**src/rtl/core/avf_pkg.sv**
```systemverilog
// Package for the address format validator: character codes, result codes,
// the MAC verdict type and small character-class helpers. No dependencies.
package avf_pkg;

	localparam logic [7:0] CH_DOT   = 8'h2E;
	localparam logic [7:0] CH_COLON = 8'h3A;
	localparam logic [7:0] CH_DASH  = 8'h2D;
	localparam logic [7:0] CH_ZERO  = 8'h30;

	localparam logic [7:0] V4_GROUPS  = 8'd4;
	localparam logic [7:0] V6_GROUPS  = 8'd8;
	localparam logic [7:0] MAC_GROUPS = 8'd6;
	localparam logic [7:0] SAT_MAX    = 8'd255;

	localparam logic [1:0] KIND_IPV4    = 2'd0;
	localparam logic [1:0] KIND_IPV6    = 2'd1;
	localparam logic [1:0] KIND_MAC     = 2'd2;
	localparam logic [1:0] KIND_NEITHER = 2'd3;

	localparam logic [1:0] FAIL_NONE  = 2'd0;
	localparam logic [1:0] FAIL_LEN   = 2'd1;
	localparam logic [1:0] FAIL_CHAR  = 2'd2;
	localparam logic [1:0] FAIL_COUNT = 2'd3;

	typedef struct packed {
		logic [1:0] code;
		logic [7:0] group;
	} mac_verdict_t;

	function automatic logic is_dec(input logic [7:0] c);
		return (c >= 8'h30) && (c <= 8'h39);
	endfunction

	function automatic logic is_hex(input logic [7:0] c);
		return is_dec(c) || ((c >= 8'h61) && (c <= 8'h66)) || ((c >= 8'h41) && (c <= 8'h46));
	endfunction

	function automatic logic [7:0] inc_sat8(input logic [7:0] v);
		return (v == SAT_MAX) ? v : v + 8'd1;
	endfunction

endpackage

```
**src/rtl/core/avf_char_if.sv**
```systemverilog
// Character stream interface: valid/ready handshake carrying one character word.
// Depends on nothing.
interface avf_char_if;
	logic       valid;
	logic       ready;
	logic [7:0] char_code;
	logic       last_char;

	modport source (output valid, char_code, last_char, input ready);
	modport sink (input valid, char_code, last_char, output ready);
endinterface

```
**src/rtl/core/avf_result_if.sv**
```systemverilog
// Result stream interface: valid/ready handshake carrying one verdict word.
// Depends on nothing.
interface avf_result_if;
	logic       valid;
	logic       ready;
	logic [1:0] addr_kind;
	logic [1:0] fail_code;
	logic [7:0] fail_group;

	modport source (output valid, addr_kind, fail_code, fail_group, input ready);
	modport sink (input valid, addr_kind, fail_code, fail_group, output ready);
endinterface

```
**src/rtl/core/avf_ipv4.sv**
```systemverilog
// IPv4 checker: dotted decimal groups, value 0..255, no leading zero, four groups.
// Depends on avf_pkg.
module avf_ipv4 import avf_pkg::*; (
	input  logic       clk,
	input  logic       arst_n,
	input  logic       step,
	input  logic [7:0] char_code,
	input  logic       last_char,
	output logic       ok
);

	logic       failed_q, lead_q;
	logic [7:0] groups_q, len_q;
	logic [8:0] value_q;

	logic       failed_n, lead_n, final_failed, dec;
	logic [7:0] groups_n, len_n;
	logic [8:0] value_n;
	logic [11:0] prod;

	assign dec  = is_dec(char_code);
	assign prod = {value_q, 3'b000} + {2'b00, value_q, 1'b0} + {8'd0, char_code[3:0]};

	always_comb begin
		failed_n = failed_q;
		lead_n   = lead_q;
		groups_n = groups_q;
		len_n    = len_q;
		value_n  = value_q;
		if (char_code == CH_DOT) begin
			if ((len_q != 8'd0) && ((lead_q && (len_q > 8'd1)) || (value_q > 9'd255)))
				failed_n = 1'b1;
			lead_n  = 1'b0;
			len_n   = 8'd0;
			value_n = 9'd0;
		end else begin
			if (len_q == 8'd0) begin
				groups_n = inc_sat8(groups_q);
				lead_n   = (char_code == CH_ZERO);
			end
			if (!dec)
				failed_n = 1'b1;
			else
				value_n = (prod > 12'd256) ? 9'd256 : prod[8:0];
			len_n = inc_sat8(len_q);
		end
	end

	// Closing the trailing group when the string ends.
	assign final_failed = failed_n ||
		((len_n != 8'd0) && ((lead_n && (len_n > 8'd1)) || (value_n > 9'd255)));
	assign ok = !final_failed && (groups_n == V4_GROUPS);

	always_ff @(posedge clk or negedge arst_n) begin
		if (!arst_n) begin
			failed_q <= 1'b0;
			lead_q   <= 1'b0;
			groups_q <= 8'd0;
			len_q    <= 8'd0;
			value_q  <= 9'd0;
		end else if (step) begin
			if (last_char) begin
				failed_q <= 1'b0;
				lead_q   <= 1'b0;
				groups_q <= 8'd0;
				len_q    <= 8'd0;
				value_q  <= 9'd0;
			end else begin
				failed_q <= failed_n;
				lead_q   <= lead_n;
				groups_q <= groups_n;
				len_q    <= len_n;
				value_q  <= value_n;
			end
		end
	end

endmodule

```
**src/rtl/core/avf_ipv6.sv**
```systemverilog
// IPv6 checker: colon separated groups of one to four hex digits, eight groups.
// Depends on avf_pkg.
module avf_ipv6 import avf_pkg::*; (
	input  logic       clk,
	input  logic       arst_n,
	input  logic       step,
	input  logic [7:0] char_code,
	input  logic       last_char,
	output logic       ok
);

	logic       failed_q, failed_n;
	logic [7:0] groups_q, groups_n;
	logic [2:0] len_q, len_n;

	always_comb begin
		failed_n = failed_q;
		groups_n = groups_q;
		len_n    = len_q;
		if (char_code == CH_COLON) begin
			len_n = 3'd0;
		end else begin
			if (len_q == 3'd0)
				groups_n = inc_sat8(groups_q);
			if (!is_hex(char_code))
				failed_n = 1'b1;
			if (len_q >= 3'd4)
				failed_n = 1'b1;
			else
				len_n = len_q + 3'd1;
		end
	end

	assign ok = !failed_n && (groups_n == V6_GROUPS);

	always_ff @(posedge clk or negedge arst_n) begin
		if (!arst_n) begin
			failed_q <= 1'b0;
			groups_q <= 8'd0;
			len_q    <= 3'd0;
		end else if (step) begin
			if (last_char) begin
				failed_q <= 1'b0;
				groups_q <= 8'd0;
				len_q    <= 3'd0;
			end else begin
				failed_q <= failed_n;
				groups_q <= groups_n;
				len_q    <= len_n;
			end
		end
	end

endmodule

```
**src/rtl/core/avf_mac.sv**
```systemverilog
// MAC checker for one separator: six groups of exactly two hex digits.
// Depends on avf_pkg.
module avf_mac import avf_pkg::*; (
	input  logic         clk,
	input  logic         arst_n,
	input  logic         step,
	input  logic [7:0]   sep,
	input  logic [7:0]   char_code,
	input  logic         last_char,
	output mac_verdict_t verdict
);

	logic [1:0] code_q, code_n, len_q, len_n;
	logic [7:0] group_q, group_n, groups_q, groups_n;
	logic       bad_q, bad_n;
	mac_verdict_t closed;

	always_comb begin
		code_n   = code_q;
		group_n  = group_q;
		groups_n = groups_q;
		len_n    = len_q;
		bad_n    = bad_q;
		if (char_code == sep) begin
			if ((len_q != 2'd0) && (code_q == FAIL_NONE)) begin
				if (len_q != 2'd2) begin
					code_n  = FAIL_LEN;
					group_n = groups_q;
				end else if (bad_q) begin
					code_n  = FAIL_CHAR;
					group_n = groups_q;
				end
			end
			len_n = 2'd0;
			bad_n = 1'b0;
		end else begin
			if (len_q == 2'd0)
				groups_n = inc_sat8(groups_q);
			if (!is_hex(char_code))
				bad_n = 1'b1;
			if (len_q < 2'd3)
				len_n = len_q + 2'd1;
		end
	end

	// End of string: close the open group, then check the group count.
	always_comb begin
		closed.code  = code_n;
		closed.group = group_n;
		if ((len_n != 2'd0) && (code_n == FAIL_NONE)) begin
			if (len_n != 2'd2) begin
				closed.code  = FAIL_LEN;
				closed.group = groups_n;
			end else if (bad_n) begin
				closed.code  = FAIL_CHAR;
				closed.group = groups_n;
			end
		end
		verdict = closed;
		if ((closed.code == FAIL_NONE) && (groups_n != MAC_GROUPS)) begin
			verdict.code  = FAIL_COUNT;
			verdict.group = 8'd0;
		end
	end

	always_ff @(posedge clk or negedge arst_n) begin
		if (!arst_n) begin
			code_q   <= FAIL_NONE;
			group_q  <= 8'd0;
			groups_q <= 8'd0;
			len_q    <= 2'd0;
			bad_q    <= 1'b0;
		end else if (step) begin
			if (last_char) begin
				code_q   <= FAIL_NONE;
				group_q  <= 8'd0;
				groups_q <= 8'd0;
				len_q    <= 2'd0;
				bad_q    <= 1'b0;
			end else begin
				code_q   <= code_n;
				group_q  <= group_n;
				groups_q <= groups_n;
				len_q    <= len_n;
				bad_q    <= bad_n;
			end
		end
	end

endmodule

```
**src/rtl/core/address_format_validator.sv**
```systemverilog
// Address format validator: reads an address string one character word at a
// time and, on the word marked last, reports whether it is IPv4, IPv6, MAC or
// neither, with the MAC checker's failure code and group for neither.
// Depends on avf_pkg, avf_char_if, avf_result_if and the three checker modules.
//
// A character word is taken in every cycle unless the pipeline stalls: it
// lands in an input register, from which the IPv4, IPv6 and both MAC checkers
// update their small counters in a single pass of combinational logic. Only
// the last word of a string produces a result, which is held in an output
// register. The input keeps flowing while a verdict waits to be taken; the
// pipeline stalls only when a last word reaches the checkers and the previous
// verdict is still unclaimed. There is no clearing pass after reset and no
// configuration.
module address_format_validator import avf_pkg::*; (
	input  logic clk,
	input  logic arst_n,
	avf_char_if.sink     chars,
	avf_result_if.source verdict
);

	// Input register stage.
	logic       valid_s1;
	logic [7:0] char_s1;
	logic       last_s1;

	// Output register.
	logic       out_valid_q;
	logic [1:0] kind_q, code_q;
	logic [7:0] group_q;

	logic         saw_dash_q, saw_dash_n;
	logic         advance, step;
	logic         v4_ok, v6_ok;
	mac_verdict_t mac_dash, mac_colon, mac_pick;
	logic [1:0]   kind_n, code_n;
	logic [7:0]   group_n;

	// A word in the input stage may move on unless it ends a string and the
	// output register still holds an untaken verdict.
	assign advance     = !last_s1 || !out_valid_q || verdict.ready;
	assign step        = valid_s1 && advance;
	assign chars.ready = !valid_s1 || advance;

	always_ff @(posedge clk or negedge arst_n) begin
		if (!arst_n) begin
			valid_s1 <= 1'b0;
		end else if (chars.ready) begin
			valid_s1 <= chars.valid;
		end
	end

	always_ff @(posedge clk) begin
		if (chars.ready && chars.valid) begin
			char_s1 <= chars.char_code;
			last_s1 <= chars.last_char;
		end
	end

	avf_ipv4 u_ipv4 (
		.clk       (clk),
		.arst_n    (arst_n),
		.step      (step),
		.char_code (char_s1),
		.last_char (last_s1),
		.ok        (v4_ok)
	);

	avf_ipv6 u_ipv6 (
		.clk       (clk),
		.arst_n    (arst_n),
		.step      (step),
		.char_code (char_s1),
		.last_char (last_s1),
		.ok        (v6_ok)
	);

	// Both separator choices are tracked at once; the dash wins if any dash
	// appeared anywhere in the string.
	avf_mac u_mac_dash (
		.clk       (clk),
		.arst_n    (arst_n),
		.step      (step),
		.sep       (CH_DASH),
		.char_code (char_s1),
		.last_char (last_s1),
		.verdict   (mac_dash)
	);

	avf_mac u_mac_colon (
		.clk       (clk),
		.arst_n    (arst_n),
		.step      (step),
		.sep       (CH_COLON),
		.char_code (char_s1),
		.last_char (last_s1),
		.verdict   (mac_colon)
	);

	assign saw_dash_n = saw_dash_q || (char_s1 == CH_DASH);
	assign mac_pick   = saw_dash_n ? mac_dash : mac_colon;

	always_ff @(posedge clk or negedge arst_n) begin
		if (!arst_n) begin
			saw_dash_q <= 1'b0;
		end else if (step) begin
			saw_dash_q <= last_s1 ? 1'b0 : saw_dash_n;
		end
	end

	// Priority: IPv4, then IPv6, then MAC; otherwise report the MAC failure.
	always_comb begin
		code_n  = FAIL_NONE;
		group_n = 8'd0;
		if (v4_ok) begin
			kind_n = KIND_IPV4;
		end else if (v6_ok) begin
			kind_n = KIND_IPV6;
		end else if (mac_pick.code == FAIL_NONE) begin
			kind_n = KIND_MAC;
		end else begin
			kind_n  = KIND_NEITHER;
			code_n  = mac_pick.code;
			group_n = mac_pick.group;
		end
	end

	always_ff @(posedge clk or negedge arst_n) begin
		if (!arst_n) begin
			out_valid_q <= 1'b0;
		end else if (step && last_s1) begin
			out_valid_q <= 1'b1;
		end else if (verdict.ready) begin
			out_valid_q <= 1'b0;
		end
	end

	always_ff @(posedge clk) begin
		if (step && last_s1) begin
			kind_q  <= kind_n;
			code_q  <= code_n;
			group_q <= group_n;
		end
	end

	assign verdict.valid      = out_valid_q;
	assign verdict.addr_kind  = kind_q;
	assign verdict.fail_code  = code_q;
	assign verdict.fail_group = group_q;

endmodule

```
**src/flat_wrapper.sv**
```systemverilog
// flat-port wrapper written by rule: the top's interface ports become plain ports
module address_format_validator_flat import avf_pkg::*;
  (clk, arst_n, chars_valid, chars_char_code, chars_last_char, chars_ready, verdict_valid, verdict_addr_kind, verdict_fail_code, verdict_fail_group, verdict_ready);
  avf_char_if chars_i ();
  avf_result_if verdict_i ();
  input  logic clk;
  input  logic arst_n;
  input wire logic [$bits(chars_i.valid)-1:0] chars_valid;
  input wire logic [$bits(chars_i.char_code)-1:0] chars_char_code;
  input wire logic [$bits(chars_i.last_char)-1:0] chars_last_char;
  output wire logic [$bits(chars_i.ready)-1:0] chars_ready;
  output wire logic [$bits(verdict_i.valid)-1:0] verdict_valid;
  output wire logic [$bits(verdict_i.addr_kind)-1:0] verdict_addr_kind;
  output wire logic [$bits(verdict_i.fail_code)-1:0] verdict_fail_code;
  output wire logic [$bits(verdict_i.fail_group)-1:0] verdict_fail_group;
  input wire logic [$bits(verdict_i.ready)-1:0] verdict_ready;
  assign chars_i.valid = chars_valid;
  assign chars_i.char_code = chars_char_code;
  assign chars_i.last_char = chars_last_char;
  assign chars_ready = chars_i.ready;
  assign verdict_valid = verdict_i.valid;
  assign verdict_addr_kind = verdict_i.addr_kind;
  assign verdict_fail_code = verdict_i.fail_code;
  assign verdict_fail_group = verdict_i.fail_group;
  assign verdict_i.ready = verdict_ready;
  address_format_validator u_core (.clk(clk), .arst_n(arst_n), .chars(chars_i), .verdict(verdict_i));
endmodule
```
**config.mk**
```make
export PLATFORM = sky130hd
export DESIGN_NAME = address_format_validator_flat
export DESIGN_NICKNAME = d
export VERILOG_FILES = /design/src/rtl/core/avf_pkg.sv /design/src/rtl/core/avf_char_if.sv /design/src/rtl/core/avf_result_if.sv /design/src/rtl/core/avf_ipv4.sv /design/src/rtl/core/avf_ipv6.sv /design/src/rtl/core/avf_mac.sv /design/src/rtl/core/address_format_validator.sv /design/src/flat_wrapper.sv
export SDC_FILE = /design/constraint.sdc
export NUM_CORES = 1
export LEC_CHECK = 0
export BUFFER_PORTS_ARGS = -buffer_cell sky130_fd_sc_hd__clkbuf_2
export CAP_MARGIN = 5
export CORE_UTILIZATION = 24
export DETAILED_ROUTE_END_ITERATION = 6
export GPL_ROUTABILITY_DRIVEN = 0
export SKIP_LAST_GASP = 1
export SYNTH_ARGS = -nofsm -noshare
export SYNTH_HDL_FRONTEND = slang
export SYNTH_SLANG_ARGS = --single-unit
```
**constraint.sdc**
```tcl
create_clock -name clk -period 3.9 [get_ports clk]
set_input_delay 0.39 -clock clk [delete_from_list [all_inputs] [get_ports clk]]
set_output_delay 0.39 -clock clk [all_outputs]
set_load 0.1 [all_outputs]
```
### Word-level counts from Yosys, hierarchy flattened

Cells that the tools add are included.

| operators by class | value |
|---|---|
| add/subtract/negate cells | 10 |
| magnitude comparators | 14 |
| eq/ne operators | 18 |
| multiplexer cells | 83 |
| reduce and logical (&&, ||, !) cells | 53 |

Operators by type and width:

| cell | number |
|---|---|
| $mux 8 | 29 |
| $mux 10 | 9 |
| $add 8x1->8 const B | 5 |
| $eq 8x8->1 const B | 5 |
| $mux 9 | 4 |
| $eq 8x6->1 const B | 4 |
| $mux 2 | 16 |
| $mux 1 | 22 |
| $gt 9x8->1 const B | 2 |
| $logic_and 1x1->1 | 18 |
| $logic_not 2->1 | 9 |
| $ge 8x7->1 const B | 2 |
| $gt 8x1->1 const B | 2 |
| $le 8x7->1 const B | 2 |
| $ne 8x3->1 const B | 2 |
| $reduce_bool 8->1 | 2 |
| $add 12x10->12 | 1 |
| $add 12x4->12 | 1 |
| $gt 12x9->1 const B | 1 |
| $reduce_bool 2->1 | 5 |
| $logic_or 1x1->1 | 9 |
| $mux 3 | 3 |
| $eq 8x3->1 const B | 1 |
| $eq 8x4->1 const B | 1 |
| 14 further kinds | 23 |

| storage, ports and cells | value |
|---|---|
| bits in registers | 105 |
| bits of input ports | 13 |
| output and inout port bits | 14 |
| logic and storage cells | 205 |

### Depth between registers and ports, before layout

Gate-level depths: netlist of the first run.

| logic depth | value |
|---|---|
| depth in word-level cells | 16 |
| gate-level depth with buffers | 12 |
| depth with buffers taken out | 11 |

### Modules after synthesis

Synthesis of the first run repeated with hierarchy kept, for this count alone.

| unflattened totals | value |
|---|---|
| cell total of the unflattened synthesis | 825 |
| area total of the unflattened synthesis | 7512.2 sq um |

By module, submodules not included:

| module | times used | cells each | area an instance (sq um) | seq. area each (sq um) |
|---|---|---|---|---|
| avf_mac | 2 | 189 | 1592.8 | 525.5 |
| avf_ipv4 | 1 | 266 | 2263.4 | 675.6 |
| address_format_validator | 1 | 67 | 1036.0 | 705.7 |
| avf_ipv6 | 1 | 114 | 1027.2 | 300.3 |

### Least setup slack after synthesis of the first run

Ideal clock, no wire load.

| path | value |
|---|---|
| path kind | register to register |
| start | reg u_core.char_s1[3] |
| end | reg u_core.group_q[0] (netlist: u_core.verdict.fail_group[0]), data pin |
| setup time | 274 ps |
| arrival time | 3009 ps |
| data required time | 3626 ps |
| setup slack | 617 ps |
| cell stages (with the launch flop) | 12 |
| path buffers | 1 |
| period minus slack after synthesis | 3283 ps |
| path through | edfxtp_1 inv_1 fa_1 fa_1 nor2b_1 o31ai_1 a2111oi_0 mux2i_1 a221oi_1 o2111a_1 buf_4 a211oi_1 |

| on the way | value |
|---|---|
| word-level cells in the longest chain between the ends | 15 |
| elaborated cells on any way between the ends | 81 |
| classes of those cells | add/sub: 1; order compare: 9; eq/ne: 10; mux: 34; reduce/logical: 27 |

Ends and longest elaborated chain:

| element | RTL line | text |
|---|---|---|
| from (decl) | address_format_validator.sv:23 | `logic [7:0] char_s1;` |
| from (signal assigned) | address_format_validator.sv:54 | `char_s1 <= chars.char_code;` |
| branches (longest 15 deep; another with $add 12x4->12) | - |  |
| to (signal assigned) | address_format_validator.sv:141 | `group_q <= group_n;` |
| to (decl) | address_format_validator.sv:29 | `logic [7:0] group_q;` |

Several ways; the timed one is not identified.
A chain may end at the register's enable or synchronous reset.

### Worst setup path in the final report of the first run

| path | value |
|---|---|
| start | reg u_core.u_ipv4.value_q[2] |
| end | reg u_core.group_q[3] (netlist: u_core.verdict.fail_group[3]), data pin |

| on the way | value |
|---|---|
| word-level cells in the longest chain between the ends | 13 |
| elaborated cells on any way between the ends | 18 |
| classes of those cells | add/sub: 2; order compare: 3; mux: 5; reduce/logical: 8 |

Ends and longest elaborated chain:

| element | RTL line | text |
|---|---|---|
| from (decl) | avf_ipv4.sv:14 | `logic [8:0] value_q;` |
| from (signal assigned) | avf_ipv4.sv:73 | `value_q <= value_n;` |
| $add 12x10->12 | avf_ipv4.sv:22 | `assign prod = {value_q, 3'b000} + {2'b00, value_q, 1'b0} + {8'd0, char_code[3:0]};` |
| $add 12x4->12 | avf_ipv4.sv:22 |  |
| $gt 12x9->1 | avf_ipv4.sv:44 | `value_n = (prod > 12'd256) ? 9'd256 : prod[8:0];` |
| $mux 9 | avf_ipv4.sv:44 |  |
| $mux 9 | avf_ipv4.sv:41 | `if (!dec)` |
| $mux 9 | avf_ipv4.sv:30 | `if (char_code == CH_DOT) begin` |
| $gt 9x8->1 | avf_ipv4.sv:51 | `((len_n != 8'd0) && ((lead_n && (len_n > 8'd1)) \|\| (value_n > 9'd255)));` |
| $logic_or 1x1->1 | avf_ipv4.sv:51 |  |
| $logic_and 1x1->1 | avf_ipv4.sv:51 |  |
| $logic_or 1x1->1 (*) | avf_ipv4.sv:50 | `assign final_failed = failed_n \|\|` |
| $logic_not 1->1 (*) | avf_ipv4.sv:52 | `assign ok = !final_failed && (groups_n == V4_GROUPS);` |
| $logic_and 1x1->1 (*) | avf_ipv4.sv:52 |  |
| $reduce_or 3->1 (no line) (*) | - |  |

Mark *: on every way between the ends. The rest lies on a longest branch, timed or not.

==> impl_results.html, run 1 <==
<table>
<tr><th>Metric</th><th>Value</th></tr>
<tr><th colspan="2">Outcome</th></tr>
<tr><td>Outcome</td><td>finished, final reports clean</td></tr>
<tr><th colspan="2">Worst setup path</th></tr>
<tr><td>Worst path top cell family by delay</td><td>compound AO/OA/AOI/OAI gates</td></tr>
<tr><td>Data required time of the worst path</td><td>~4.0 ns</td></tr>
<tr><td>Slowest cell on crit path</td><td>fa_1</td></tr>
<tr><td>Data arrival time of the critical path</td><td>between 3 and 4 ns</td></tr>
<tr><td>Classification of the worst setup path</td><td>flop to flop</td></tr>
<tr><td>Critical path buffer and inverter count</td><td>2</td></tr>
<tr><td>Critical-path maximum fanout</td><td>12</td></tr>
<tr><td>Crit path cell chain</td><td>inv_1 -&gt; fa_1 -&gt; fa_1 -&gt; nor2b_1 -&gt; o31ai_1 -&gt; a2111oi_0 -&gt; mux2i_1 -&gt; a221oi_1 -&gt; o2111a_1 -&gt; buf_4 -&gt; a211oi_1</td></tr>
<tr><td>Flop-to-flop setup slack</td><td>approximately 0.32 ns</td></tr>
<tr><td>Type of element launching the critical path</td><td>flop</td></tr>
<tr><td>Cell mode on critical path</td><td>fa_1</td></tr>
<tr><td>Worst setup EP type</td><td>flop</td></tr>
<tr><td>Slowest stage delay, CP</td><td>~0.50 ns</td></tr>
<tr><th colspan="2">STA</th></tr>
<tr><td>Fin crit period</td><td>about 3.6 ns</td></tr>
<tr><td>Final count of hold timing violations</td><td>0</td></tr>
<tr><td>Max Clock Freq</td><td>around 0.28 GHz</td></tr>
<tr><td>Pin slew with the least headroom to its limit</td><td>about 1.1 ns</td></tr>
<tr><td>Number of endpoints failing setup at the final stage</td><td>0</td></tr>
<tr><td>Fraction of the cycle the final worst path needs</td><td>0.9179</td></tr>
<tr><td>Number of max-slew violations in the final report</td><td>0</td></tr>
<tr><td>Worst-case setup margin in the final layout</td><td>0.3202 ns</td></tr>
<tr><td>Clock Skew</td><td>~0.013 ns</td></tr>
<tr><td>Unrepaired setup endpoints after global routing</td><td>no</td></tr>
<tr><td>Aggregate negative setup slack</td><td>0 ns</td></tr>
<tr><td>Worst relative slew slack</td><td>0.2868</td></tr>
<tr><th colspan="2">Clock network</th></tr>
<tr><td>CTS hold repair buffers</td><td>0</td></tr>
<tr><td>Clock buffer depth</td><td>2</td></tr>
<tr><td>Root buf cell</td><td>clkbuf_16</td></tr>
<tr><td>Number of buffers created by CTS</td><td>9</td></tr>
<tr><td>Clock-pin slew reported for the worst setup and hold paths after clock tree synthesis</td><td>~0.08 ns</td></tr>
<tr><td>CTS HTree Levels</td><td>3</td></tr>
<tr><td>Source-to-sink clock delay at the later pin of the worst-skew pair</td><td>between 0.3 and 0.4 ns</td></tr>
<tr><td># clock sinks</td><td>roughly 110</td></tr>
<tr><td>Post-cts resize count</td><td>0</td></tr>
<tr><td>Count of buffers added by post-CTS timing repair for setup</td><td>0</td></tr>
<tr><td>CTS tree</td><td>yes</td></tr>
<tr><th colspan="2">Routing</th></tr>
<tr><td>Drt drc</td><td>0</td></tr>
<tr><td>Max layer used</td><td>met4</td></tr>
<tr><td>Drt via density</td><td>5.369</td></tr>
<tr><td>WL met1</td><td>9589 µm</td></tr>
<tr><td>Number of optimization iterations in the first detailed-route pass</td><td>5</td></tr>
<tr><td>Avg WL per Cell</td><td>~16 µm</td></tr>
<tr><td>Drt first-iter violations</td><td>between 400 and 500</td></tr>
<tr><td>DR WL met3</td><td>between 900 and 1000 µm</td></tr>
<tr><td>Antenna viol nets, final</td><td>0</td></tr>
<tr><td>Met2 wire len</td><td>8727 µm</td></tr>
<tr><td>Via Count</td><td>approximately 6,600</td></tr>
<tr><td>Detailed-route wire length</td><td>~20,000 µm</td></tr>
<tr><th colspan="2">Synth</th></tr>
<tr><td>Total of flip-flops plus latches after synthesis</td><td>105</td></tr>
<tr><td>Share of async-settable or async-resettable flops after synthesis</td><td>0.8000</td></tr>
<tr><td>Sequential-to-total area share from yosys stat</td><td>0.3797</td></tr>
<tr><td>Area share of the largest cell type after synthesis</td><td>0.2921</td></tr>
<tr><td>Largest cells by area after synthesis</td><td>dfrtp_1, edfxtp_1, ha_1</td></tr>
<tr><td>Count of cell types in the netlist</td><td>just under 90</td></tr>
<tr><td>Gate count after technology mapping</td><td>827</td></tr>
<tr><td>Synth Net Count</td><td>868</td></tr>
<tr><td>Cell accounting for the most synthesized area</td><td>dfrtp_1</td></tr>
<tr><td>Post-synthesis cell area</td><td>between 0.007 and 0.008 mm²</td></tr>
<tr><td>Synth cell count leaders</td><td>dfrtp_1, nand2_1, a21oi_1</td></tr>
<tr><td>Count of warnings emitted by yosys</td><td>0</td></tr>
<tr><td>Primary FF master, synth</td><td>dfrtp_1</td></tr>
<tr><td>Mean instance size in the synthesized netlist</td><td>roughly 8.7 µm²</td></tr>
<tr><td>Number of enable-type register cells in the synthesized netlist</td><td>21</td></tr>
<tr><th colspan="2">GRT</th></tr>
<tr><td>Pin count of the biggest net entering global routing</td><td>65</td></tr>
<tr><td>Initial antenna violation count</td><td>0</td></tr>
<tr><td>Vias in the first global route</td><td>around 6,000</td></tr>
<tr><td>Global-route wire length before repair</td><td>about 32,000 µm</td></tr>
<tr><td>Leftover overflow at the end of global routing</td><td>0</td></tr>
<tr><td>All-Layer GR Usage</td><td>0.1271</td></tr>
<tr><th colspan="2">Placed design</th></tr>
<tr><td>Port Buffer Count</td><td>26</td></tr>
<tr><td>Dpl cell area</td><td>approximately 0.0077 mm²</td></tr>
<tr><td>Sum of net half-perimeters after detailed placement</td><td>between 10,000 and 15,000 µm</td></tr>
<tr><td>Worst slack at placement</td><td>0.3353 ns</td></tr>
<tr><th colspan="2">Job</th></tr>
<tr><td>Max-cap violation count</td><td>0</td></tr>
<tr><th colspan="2">Min path</th></tr>
<tr><td>Class of the tightest hold or removal check</td><td>input port to async pin</td></tr>
<tr><th colspan="2">Die</th></tr>
<tr><td>Number of standard-cell rows in the floorplan</td><td>63</td></tr>
<tr><td>Starting density of the core</td><td>0.2435</td></tr>
<tr><td>Width of the die</td><td>between 150 and 200 µm</td></tr>
<tr><td>I/O Pins</td><td>27</td></tr>
<tr><td>Die height</td><td>175.2 µm</td></tr>
<tr><td>Total core area</td><td>a little under 0.03 mm²</td></tr>
<tr><td>Die Outline Area</td><td>approximately 0.03 mm²</td></tr>
<tr><th colspan="2">Final layout</th></tr>
<tr><td>Fillcell total</td><td>~3,200</td></tr>
<tr><td>Final standard cell area without fillers</td><td>about 0.008 mm²</td></tr>
<tr><td>FF/Latch Area</td><td>around 0.0027 mm²</td></tr>
<tr><td>Count of inserted antenna diode cells</td><td>0</td></tr>
<tr><td>Synth-to-layout area growth</td><td>11.27%</td></tr>
<tr><td>Share of cells above drive strength 1</td><td>0.09472</td></tr>
<tr><td>Final core occ</td><td>0.2709</td></tr>
<tr><td>Multi-input logic area</td><td>approximately 0.0041 mm²</td></tr>
<tr><td>Final net count</td><td>870</td></tr>
<tr><th colspan="2">Power and ir drop</th></tr>
<tr><td>Power per Cell Area</td><td>just under 400 mW/mm²</td></tr>
<tr><td>Reported leakage power</td><td>3.223 nW</td></tr>
<tr><td>Largest vdd supply drop</td><td>approximately 210 µV</td></tr>
</table>
## final cells by class
class / count / area share
Clock buffer: 10 / 0.02859
Multi-Input combinational cell: 634 / 0.5142
Sequential cell: 105 / 0.3412
Inverter: 42 / 0.01969
Timing Repair Buffer: 37 / 0.02687
Clock inverter: 6 / 0.008438
Tap cell: 390 / 0.06094
## flip-flops by register name (all words and copies together), names as in the netlist, 2 cells and up
signal                       count
u_core.char_s1                   8
u_core.u_ipv4.groups_q           8
u_core.u_ipv4.len_q              8
u_core.u_ipv4.value_q            9
u_core.u_ipv6.groups_q           8
u_core.u_ipv6.len_q              3
u_core.u_mac_colon.code_q        2
u_core.u_mac_colon.group_q       8
u_core.u_mac_colon.groups_q      8
u_core.u_mac_colon.len_q         2
u_core.u_mac_dash.code_q         2
u_core.u_mac_dash.group_q        8
u_core.u_mac_dash.groups_q       8
u_core.u_mac_dash.len_q          2
u_core.verdict.addr_kind         2
u_core.verdict.fail_code         2
u_core.verdict.fail_group        8
## per-layer routing
metal	GRT usage	vias up
li1	-	3154
met1	0.1794	3191
met5	0	-
met2	0.1994	203
met3	0.01871	24
met4	0.03768	0
## path summary, 6_finish.rpt
kind / to / cells after the start / start
min in group clk: u_core.char_s1[5]$_DFFE_PP_ / 1 / chars_char_code[5]
hold reg to reg: u_core.u_mac_colon.group_q[1]$_DFFE_PN0P_ / 1 / u_core.u_mac_colon.group_q[1]$_DFFE_PN0P_
setup / recovery: u_core.verdict.fail_group[3]$_SDFFCE_PP0P_ / 11 / u_core.u_ipv4.value_q[2]$_DFFE_PN0P_
hold / removal: u_core.u_ipv6.groups_q[0]$_DFFE_PN0P_ / 1 / arst_n
setup reg to reg: u_core.verdict.fail_group[3]$_SDFFCE_PP0P_ / 11 / u_core.u_ipv4.value_q[2]$_DFFE_PN0P_
max in group asynchronous: u_core.u_ipv4.lead_q$_DFFE_PN0P_ / 2 / arst_n
## placed cells by master, fill, tap and decap left out, types with 7 or more instances in the layout
cell       count
a22o_1        19
nor4_1        13
a31oi_1       15
mux2i_1        8
and3_1        16
nand2_1       84
buf_4         12
clkbuf_2      25
nand3_1       33
and2_1         8
ha_1          26
o21ai_0       56
nor2_1        61
o21a_1         7
edfxtp_1      21
o31ai_1       12
and4_1         9
a21oi_1       63
nor3_1        18
inv_1         42
dfrtp_1       84
nand4_1       16
nand2b_1       7
a211oi_1      13
o22ai_1        9
clkbuf_16      9
or3_1          8
## cell families after synthesis
family                   Yosys count  synth area share
buffers and inverters             88           0.04903
XOR/XNOR                           8          0.009736
adder cells (fa/ha/maj)           28           0.05076
flip-flops                       105            0.3797
AO/OA/AOI/OAI                    278            0.2681
AND/OR/NAND/NOR                  311            0.2300
multiplexers                       9           0.01269
## power by group
| group | switching [mW] | internal (mW) | total (mW) |
|---|---|---|---|
| clock | 0.450 | 0.503 | 0.953 |
| sequential | 0.149 | 1.22 | 1.37 |
| combinational | 0.499 | 0.265 | 0.764 |
## stage by stage
step / hold WS [ns] / instances / total power, mW
after detailed placement: 0.4853 / 1208 / 2.144
final: 0.1578 / 1224 / 3.087
after global placement: 0.4825 / 1208 / 2.137
after global routing: 0.1906 / 1224 / 3.241
after CTS: 0.1908 / 1224 / 3.096
after floorplan: 0.09441 / 827 / 1.932
(Power assumes the default switching activity.)
==> run 2, diff against run 1 <==
Settings changed: CORE_MARGIN from default to 3.
==> impl_results.html, run 2 (same netlist as run 1, synthesis figures left out) <==
<table>
<tr><th>Metric</th><th>Value</th></tr>
<tr><th colspan="2">Power and ir drop</th></tr>
<tr><td>Largest vdd supply drop</td><td>between 200 and 250 µV</td></tr>
<tr><td>Combinational share of power</td><td>0.235</td></tr>
<tr><td>Proportion of power drawn by the clock network</td><td>0.338</td></tr>
<tr><td>Reported leakage power</td><td>roughly 3.2 nW</td></tr>
<tr><td>Sequential share of power</td><td>0.427</td></tr>
<tr><td>NetSw</td><td>between 1 and 1.5 mW</td></tr>
<tr><td>Power per Cell Area</td><td>roughly 400 mW/mm²</td></tr>
<tr><td>Internal cell power</td><td>2.124 mW</td></tr>
<tr><td>Switching part of the total power</td><td>0.3381</td></tr>
<tr><th colspan="2">STA</th></tr>
<tr><td>Max Clock Freq</td><td>approximately 0.27 GHz</td></tr>
<tr><td>Number of max-slew violations in the final report</td><td>0</td></tr>
<tr><td>Number of endpoints failing setup at the final stage</td><td>0</td></tr>
<tr><td>Pin slew with the least headroom to its limit</td><td>1.028 ns</td></tr>
<tr><td>Final count of hold timing violations</td><td>0</td></tr>
<tr><td>Clock Skew</td><td>0.005788 ns</td></tr>
<tr><td>Unrepaired setup endpoints after global routing</td><td>no</td></tr>
<tr><td>Aggregate negative setup slack</td><td>0 ns</td></tr>
<tr><td>Fraction of the cycle the final worst path needs</td><td>0.9331</td></tr>
<tr><td>Worst relative slew slack</td><td>0.3123</td></tr>
<tr><td>Fin crit period</td><td>roughly 3.6 ns</td></tr>
<tr><th colspan="2">Die</th></tr>
<tr><td>Width of the die</td><td>between 150 and 200 µm</td></tr>
<tr><td>Starting density of the core</td><td>0.2474</td></tr>
<tr><td>I/O Pins</td><td>27</td></tr>
<tr><td>Total core area</td><td>roughly 0.029 mm²</td></tr>
<tr><td>Number of standard-cell rows in the floorplan</td><td>62</td></tr>
<tr><td>Die height</td><td>179.2 µm</td></tr>
<tr><td>Die Outline Area</td><td>between 0.03 and 0.04 mm²</td></tr>
<tr><th colspan="2">Worst setup path</th></tr>
<tr><td>Cell mode on critical path</td><td>fa_1</td></tr>
<tr><td>Classification of the worst setup path</td><td>flop to flop</td></tr>
<tr><td>Type of element launching the critical path</td><td>flop</td></tr>
<tr><td>Worst path top cell family by delay</td><td>compound AO/OA/AOI/OAI gates</td></tr>
<tr><td>Data arrival time of the critical path</td><td>approximately 3.7 ns</td></tr>
<tr><td>Critical-path maximum fanout</td><td>12</td></tr>
<tr><td>Slowest stage delay, CP</td><td>roughly 0.49 ns</td></tr>
<tr><td>Slowest cell on crit path</td><td>edfxtp_1</td></tr>
<tr><td>Worst setup EP type</td><td>flop</td></tr>
<tr><td>Data required time of the worst path</td><td>around 4.0 ns</td></tr>
<tr><td>Critical path buffer and inverter count</td><td>2</td></tr>
<tr><td>Crit path cell chain</td><td>inv_1 -&gt; fa_1 -&gt; fa_1 -&gt; nor2b_1 -&gt; o31ai_1 -&gt; a2111oi_0 -&gt; mux2i_1 -&gt; a221oi_1 -&gt; o2111a_1 -&gt; buf_4 -&gt; a211oi_1</td></tr>
<tr><th colspan="2">Final layout</th></tr>
<tr><td>Synth-to-layout area growth</td><td>11.80%</td></tr>
<tr><td>Commonest non-fill, non-tap cells in the layout</td><td>nand2_1, dfrtp_1, a21oi_1</td></tr>
<tr><td>Max reg flops</td><td>9</td></tr>
<tr><td>Share of cells above drive strength 1</td><td>0.09484</td></tr>
<tr><td>Register with the most flip-flops</td><td>u_core.u_ipv4.value_q</td></tr>
<tr><td>Post-route non-filler standard cell count</td><td>between 1,000 and 1,500</td></tr>
<tr><td>Count of inserted antenna diode cells</td><td>0</td></tr>
<tr><td>Final net count</td><td>869</td></tr>
<tr><th colspan="2">Routing</th></tr>
<tr><td>Number of optimization iterations in the first detailed-route pass</td><td>5</td></tr>
<tr><td>Drt first-iter violations</td><td>between 500 and 600</td></tr>
<tr><td>Antenna viol nets, final</td><td>0</td></tr>
<tr><td>Via Count</td><td>between 6,000 and 7,000</td></tr>
<tr><td>Detailed-route wire length</td><td>19,120 µm</td></tr>
<tr><td>Drt drc</td><td>0</td></tr>
<tr><td>Drt via density</td><td>between 5 and 6</td></tr>
<tr><td>Avg WL per Cell</td><td>around 16 µm</td></tr>
<tr><th colspan="2">Clock network</th></tr>
<tr><td>Clock buffer depth</td><td>2</td></tr>
<tr><td>Count of buffers added by post-CTS timing repair for setup</td><td>0</td></tr>
<tr><td>Source-to-sink clock delay at the later pin of the worst-skew pair</td><td>0.36 ns</td></tr>
<tr><td>CTS tree</td><td>yes</td></tr>
<tr><td>CTS HTree Levels</td><td>3</td></tr>
<tr><td># clock sinks</td><td>roughly 110</td></tr>
<tr><td>Number of buffers created by CTS</td><td>9</td></tr>
<tr><td>Clock-pin slew reported for the worst setup and hold paths after clock tree synthesis</td><td>0.07 ns</td></tr>
<tr><td>Post-cts resize count</td><td>0</td></tr>
<tr><td>CTS hold repair buffers</td><td>0</td></tr>
<tr><td>Root buf cell</td><td>clkbuf_16</td></tr>
<tr><th colspan="2">GRT</th></tr>
<tr><td>All-Layer GR Usage</td><td>0.1206</td></tr>
<tr><td>Initial antenna violation count</td><td>1</td></tr>
<tr><td>Global-route wire length before repair</td><td>31,750 µm</td></tr>
<tr><td>Leftover overflow at the end of global routing</td><td>0</td></tr>
<tr><td>Vias in the first global route</td><td>6,123</td></tr>
<tr><td>Pin count of the biggest net entering global routing</td><td>between 60 and 70</td></tr>
<tr><th colspan="2">Placed design</th></tr>
<tr><td>Sum of net half-perimeters after detailed placement</td><td>between 10,000 and 15,000 µm</td></tr>
<tr><td>Inst Count DP</td><td>1,201</td></tr>
<tr><td>Port Buffer Count</td><td>26</td></tr>
<tr><th colspan="2">Outcome</th></tr>
<tr><td>Outcome</td><td>finished, final reports clean</td></tr>
<tr><th colspan="2">Job</th></tr>
<tr><td>Max-cap violation count</td><td>0</td></tr>
<tr><th colspan="2">Min path</th></tr>
<tr><td>Class of the tightest hold or removal check</td><td>input port to async pin</td></tr>
</table>
-- run 2: power groups by stage --
stage	Sequential (mW)	Clock, mW	Combinational, mW
2_1_floorplan	1.40	0	0.530
3_3_place_gp	1.39	0	0.745
3_5_place_dp	1.39	0	0.749
4_1_cts	1.37	1.11	0.752
5_1_grt	1.39	1.16	0.840
6_report	1.37	1.08	0.755
-- run 2: final cells by class --
type	count	area, µm²
well taps	384	480.5
multi-input cells	634	4119
flip-flops and latches	105	2733
clock inverters	7	123.9
fillers	3064	21040
inverters	42	157.7
clock buffers	9	225.2
repair buffers	36	207.7
-- run 2: worst paths after layout --
path	from	to	slack, ns	depth (start not counted)
max reg2reg	u_core.char_s1[3]$_DFFE_PP_	u_core.verdict.fail_group[4]$_SDFFCE_PP0P_	0.26	11
min	arst_n	u_core.u_mac_dash.groups_q[4]$_DFFE_PN0P_	0.13	1
max	u_core.char_s1[3]$_DFFE_PP_	u_core.verdict.fail_group[4]$_SDFFCE_PP0P_	0.26	11
min in group clk	chars_char_code[3]	u_core.char_s1[3]$_DFFE_PP_	0.20	1
max in group asynchronous	arst_n	u_core.u_ipv4.len_q[2]$_DFFE_PN0P_	2.92	2
min reg2reg	u_core.u_mac_colon.group_q[2]$_DFFE_PN0P_	u_core.u_mac_colon.group_q[2]$_DFFE_PN0P_	0.51	1
-- run 2: routing by layer --
metal	vias to the layer above	part of all wire	track usage
met4	2	0.010	0.02899
met1	3158	0.48	0.1738
li1	3150	-	-
met2	215	0.44	0.1836
met5	-	0.00068	0
met3	28	0.064	0.02605
-- run 2: worst register-to-register path, stage by stage (launching register included) --
cell	delay [ns]
edfxtp_1	0.49
inv_1	0.11
fa_1	0.45
fa_1	0.47
nor2b_1	0.20
o31ai_1	0.14
a2111oi_0	0.37
mux2i_1	0.16
a221oi_1	0.46
o2111a_1	0.26
buf_4	0.18
a211oi_1	0.07
-- run 2: per-stage QoR --
step                power (mW)  worst slack [ns]  utilization  hold slack, ns  cell area, µm²
finish                   3.209            0.2610       0.2766          0.1271            8046
global route             3.390           0.02396       0.2766          0.1834            8046
CTS                      3.230            0.2587       0.2766          0.1657            8045
detailed placement       2.136            0.3137       0.2646          0.4853            7696
global placement         2.130            0.3137       0.2646          0.4856            7696
floorplan                1.932            0.6165            -         0.09441            7197
==> run 3, diff against run 2 <==
Settings changed: CORE_MARGIN 3 to 2.
==> impl_results.html, run 3 (same netlist as run 1, synthesis figures left out) <==
<table>
<tr><th>Metric</th><th>Value</th></tr>
<tr><th colspan="2">Outcome</th></tr>
<tr><td>Outcome</td><td>finished, final reports clean</td></tr>
<tr><th colspan="2">Die</th></tr>
<tr><td>Total core area</td><td>between 0.02 and 0.03 mm²</td></tr>
<tr><td>I/O Pins</td><td>27</td></tr>
<tr><td>Starting density of the core</td><td>0.2435</td></tr>
<tr><td>Die Outline Area</td><td>around 0.031 mm²</td></tr>
<tr><td>Number of standard-cell rows in the floorplan</td><td>63</td></tr>
<tr><td>Width of the die</td><td>about 180 µm</td></tr>
<tr><td>Die height</td><td>about 180 µm</td></tr>
<tr><th colspan="2">Power and ir drop</th></tr>
<tr><td>NetSw</td><td>1.093 mW</td></tr>
<tr><td>Largest vdd supply drop</td><td>205.0 µV</td></tr>
<tr><td>Combinational share of power</td><td>0.251</td></tr>
<tr><td>Reported leakage power</td><td>roughly 3.2 nW</td></tr>
<tr><td>Power per Cell Area</td><td>378.8 mW/mm²</td></tr>
<tr><td>Switching part of the total power</td><td>0.3615</td></tr>
<tr><td>Sequential share of power</td><td>0.454</td></tr>
<tr><td>Internal cell power</td><td>a little under 2 mW</td></tr>
<tr><td>Proportion of power drawn by the clock network</td><td>0.295</td></tr>
<tr><th colspan="2">Routing</th></tr>
<tr><td>Antenna viol nets, final</td><td>0</td></tr>
<tr><td>Avg WL per Cell</td><td>approximately 16 µm</td></tr>
<tr><td>DR WL met3</td><td>between 900 and 1000 µm</td></tr>
<tr><td>Met2 wire len</td><td>around 8500 µm</td></tr>
<tr><td>Max layer used</td><td>met4</td></tr>
<tr><td>Number of optimization iterations in the first detailed-route pass</td><td>6</td></tr>
<tr><td>Detailed-route wire length</td><td>between 15,000 and 20,000 µm</td></tr>
<tr><td>Via Count</td><td>roughly 6,500</td></tr>
<tr><td>Drt first-iter violations</td><td>610</td></tr>
<tr><td>Drt drc</td><td>0</td></tr>
<tr><td>WL met1</td><td>~9500 µm</td></tr>
<tr><td>Drt via density</td><td>~5.3</td></tr>
<tr><th colspan="2">Worst setup path</th></tr>
<tr><td>Data required time of the worst path</td><td>about 4.0 ns</td></tr>
<tr><td>Reg2reg start</td><td>u_core.char_s1[3]$_DFFE_PP_</td></tr>
<tr><td>Start point of the critical path</td><td>u_core.char_s1[3]$_DFFE_PP_</td></tr>
<tr><td>Data arrival time of the critical path</td><td>about 3.7 ns</td></tr>
<tr><td>Worst setup EP type</td><td>flop</td></tr>
<tr><td>Type of element launching the critical path</td><td>flop</td></tr>
<tr><td>R2r endpoint</td><td>u_core.verdict.fail_group[5]$_SDFFCE_PP0P_</td></tr>
<tr><td>Classification of the worst setup path</td><td>flop to flop</td></tr>
<tr><td>Flop-to-flop setup slack</td><td>0.28 ns</td></tr>
<tr><td>Critical-path maximum fanout</td><td>12</td></tr>
<tr><td>Worst Reg2Reg Path Length in Cells</td><td>11</td></tr>
<tr><td>Capturing element of the worst setup path</td><td>u_core.verdict.fail_group[5]$_SDFFCE_PP0P_</td></tr>
<tr><th colspan="2">STA</th></tr>
<tr><td>Number of max-slew violations in the final report</td><td>0</td></tr>
<tr><td>Aggregate negative setup slack</td><td>0 ns</td></tr>
<tr><td>Number of endpoints failing setup at the final stage</td><td>0</td></tr>
<tr><td>Final count of hold timing violations</td><td>0</td></tr>
<tr><td>Clock Skew</td><td>~0.0084 ns</td></tr>
<tr><td>Unrepaired setup endpoints after global routing</td><td>no</td></tr>
<tr><td>Worst relative slew slack</td><td>0.2754</td></tr>
<tr><td>Max Clock Freq</td><td>roughly 0.28 GHz</td></tr>
<tr><td>Fraction of the cycle the final worst path needs</td><td>0.9273</td></tr>
<tr><td>Post-route worst hold slack</td><td>~0.14 ns</td></tr>
<tr><td>Fin crit period</td><td>around 3.6 ns</td></tr>
<tr><td>Pin slew with the least headroom to its limit</td><td>1.083 ns</td></tr>
<tr><th colspan="2">GRT</th></tr>
<tr><td>Global-route wire length before repair</td><td>32,030 µm</td></tr>
<tr><td>All-Layer GR Usage</td><td>0.1254</td></tr>
<tr><td>Vias in the first global route</td><td>6,077</td></tr>
<tr><td>Pin count of the biggest net entering global routing</td><td>between 60 and 70</td></tr>
<tr><td>Leftover overflow at the end of global routing</td><td>0</td></tr>
<tr><td>Initial antenna violation count</td><td>0</td></tr>
<tr><th colspan="2">Min path</th></tr>
<tr><td>Class of the tightest hold or removal check</td><td>input port to async pin</td></tr>
<tr><th colspan="2">Placed design</th></tr>
<tr><td>Port Buffer Count</td><td>26</td></tr>
<tr><td>Inst Count DP</td><td>approximately 1,200</td></tr>
<tr><td>Sum of net half-perimeters after detailed placement</td><td>~14,000 µm</td></tr>
<tr><th colspan="2">Final layout</th></tr>
<tr><td>Synth-to-layout area growth</td><td>10.87%</td></tr>
<tr><td>Post-route non-filler standard cell count</td><td>1,222</td></tr>
<tr><td>Share of cells above drive strength 1</td><td>0.09375</td></tr>
<tr><td>Count of inserted antenna diode cells</td><td>0</td></tr>
<tr><td>Commonest non-fill, non-tap cells in the layout</td><td>nand2_1, dfrtp_1, a21oi_1</td></tr>
<tr><td>Max reg flops</td><td>9</td></tr>
<tr><td>Fillcell total</td><td>3,152</td></tr>
<tr><td>Register with the most flip-flops</td><td>u_core.u_ipv4.value_q</td></tr>
<tr><td>Final core occ</td><td>0.2699</td></tr>
<tr><td>Final net count</td><td>868</td></tr>
<tr><th colspan="2">Clock network</th></tr>
<tr><td>CTS tree</td><td>yes</td></tr>
<tr><td>Source-to-sink clock delay at the later pin of the worst-skew pair</td><td>about 0.36 ns</td></tr>
<tr><td>Clock buffer depth</td><td>2</td></tr>
<tr><td>Clock-pin slew reported for the worst setup and hold paths after clock tree synthesis</td><td>~0.080 ns</td></tr>
<tr><td>CTS hold repair buffers</td><td>0</td></tr>
<tr><td># clock sinks</td><td>105</td></tr>
<tr><td>CTS HTree Levels</td><td>3</td></tr>
<tr><td>Root buf cell</td><td>clkbuf_16</td></tr>
<tr><td>Number of buffers created by CTS</td><td>9</td></tr>
<tr><th colspan="2">Job</th></tr>
<tr><td>Max-cap violation count</td><td>0</td></tr>
</table>
## run 3: layout make-up
type | count | area [µm²] | area share
inverter | 42 | 157.7 | 0.01976
clock buffer | 10 | 229.0 | 0.02870
tap | 390 | 488.0 | 0.06116
multi-input combinational | 634 | 4124 | 0.5169
clock inverter | 6 | 47.55 | 0.005959
sequential | 105 | 2733 | 0.3425
timing repair buffer | 35 | 200.2 | 0.02509
## run 3: critical path, cell delays in order (launching register included)
cell	delay, ns
edfxtp_1	0.49
inv_1	0.11
fa_1	0.46
fa_1	0.48
nor2b_1	0.20
o31ai_1	0.14
a2111oi_0	0.40
mux2i_1	0.19
a221oi_2	0.36
o2111a_1	0.25
buf_4	0.19
a211oi_1	0.07
## run 3: layer usage
metal | track usage | vias up
met5 | 0 | -
met4 | 0.02686 | 0
met3 | 0.02341 | 20
met2 | 0.1968 | 201
met1 | 0.1785 | 3144
li1 | - | 3143
## run 3: power by group through the flow
stage          clock (mW)  sequential, mW  combinational (mW)
2_1_floorplan           0            1.40               0.530
3_3_place_gp            0            1.39               0.741
3_5_place_dp            0            1.39               0.751
4_1_cts             0.917            1.37               0.753
5_1_grt             0.960            1.39               0.847
6_report            0.892            1.37               0.758
## run 3: worst min-delay path by stage
stage	start	end	slack, ns	cells past startpoint
4_1_cts	arst_n	u_core.u_ipv4.value_q[3]$_DFFE_PN0P_	0.18	1
3_5_place_dp	u_core.u_mac_colon.group_q[1]$_DFFE_PN0P_	u_core.u_mac_colon.group_q[1]$_DFFE_PN0P_	0.49	1
3_3_place_gp	u_core.u_mac_colon.group_q[2]$_DFFE_PN0P_	u_core.u_mac_colon.group_q[2]$_DFFE_PN0P_	0.49	1
2_1_floorplan	arst_n	u_core.saw_dash_q$_DFFE_PN0P_	0.09	0
6_report	arst_n	u_core.u_ipv6.groups_q[5]$_DFFE_PN0P_	0.14	1
5_1_grt	chars_char_code[0]	u_core.char_s1[0]$_DFFE_PP_	0.18	1
## run 3: stage by stage
| stage | power (mW) | setup slack [ns] | cell area [µm²] |
|---|---|---|---|
| after floorplan | 1.932 | 0.6165 | 7197 |
| after CTS | 3.037 | 0.1983 | 7973 |
| after global routing | 3.200 | 0.04089 | 7979 |
| after detailed placement | 2.140 | 0.2545 | 7696 |
| after global placement | 2.129 | 0.3310 | 7696 |
| final | 3.022 | 0.2835 | 7979 |
## run 3: repair_timing
action,4_1_cts,5_1_grt
setup endpoints to repair,0,12
resized for setup,0,1
setup buffers,0,0
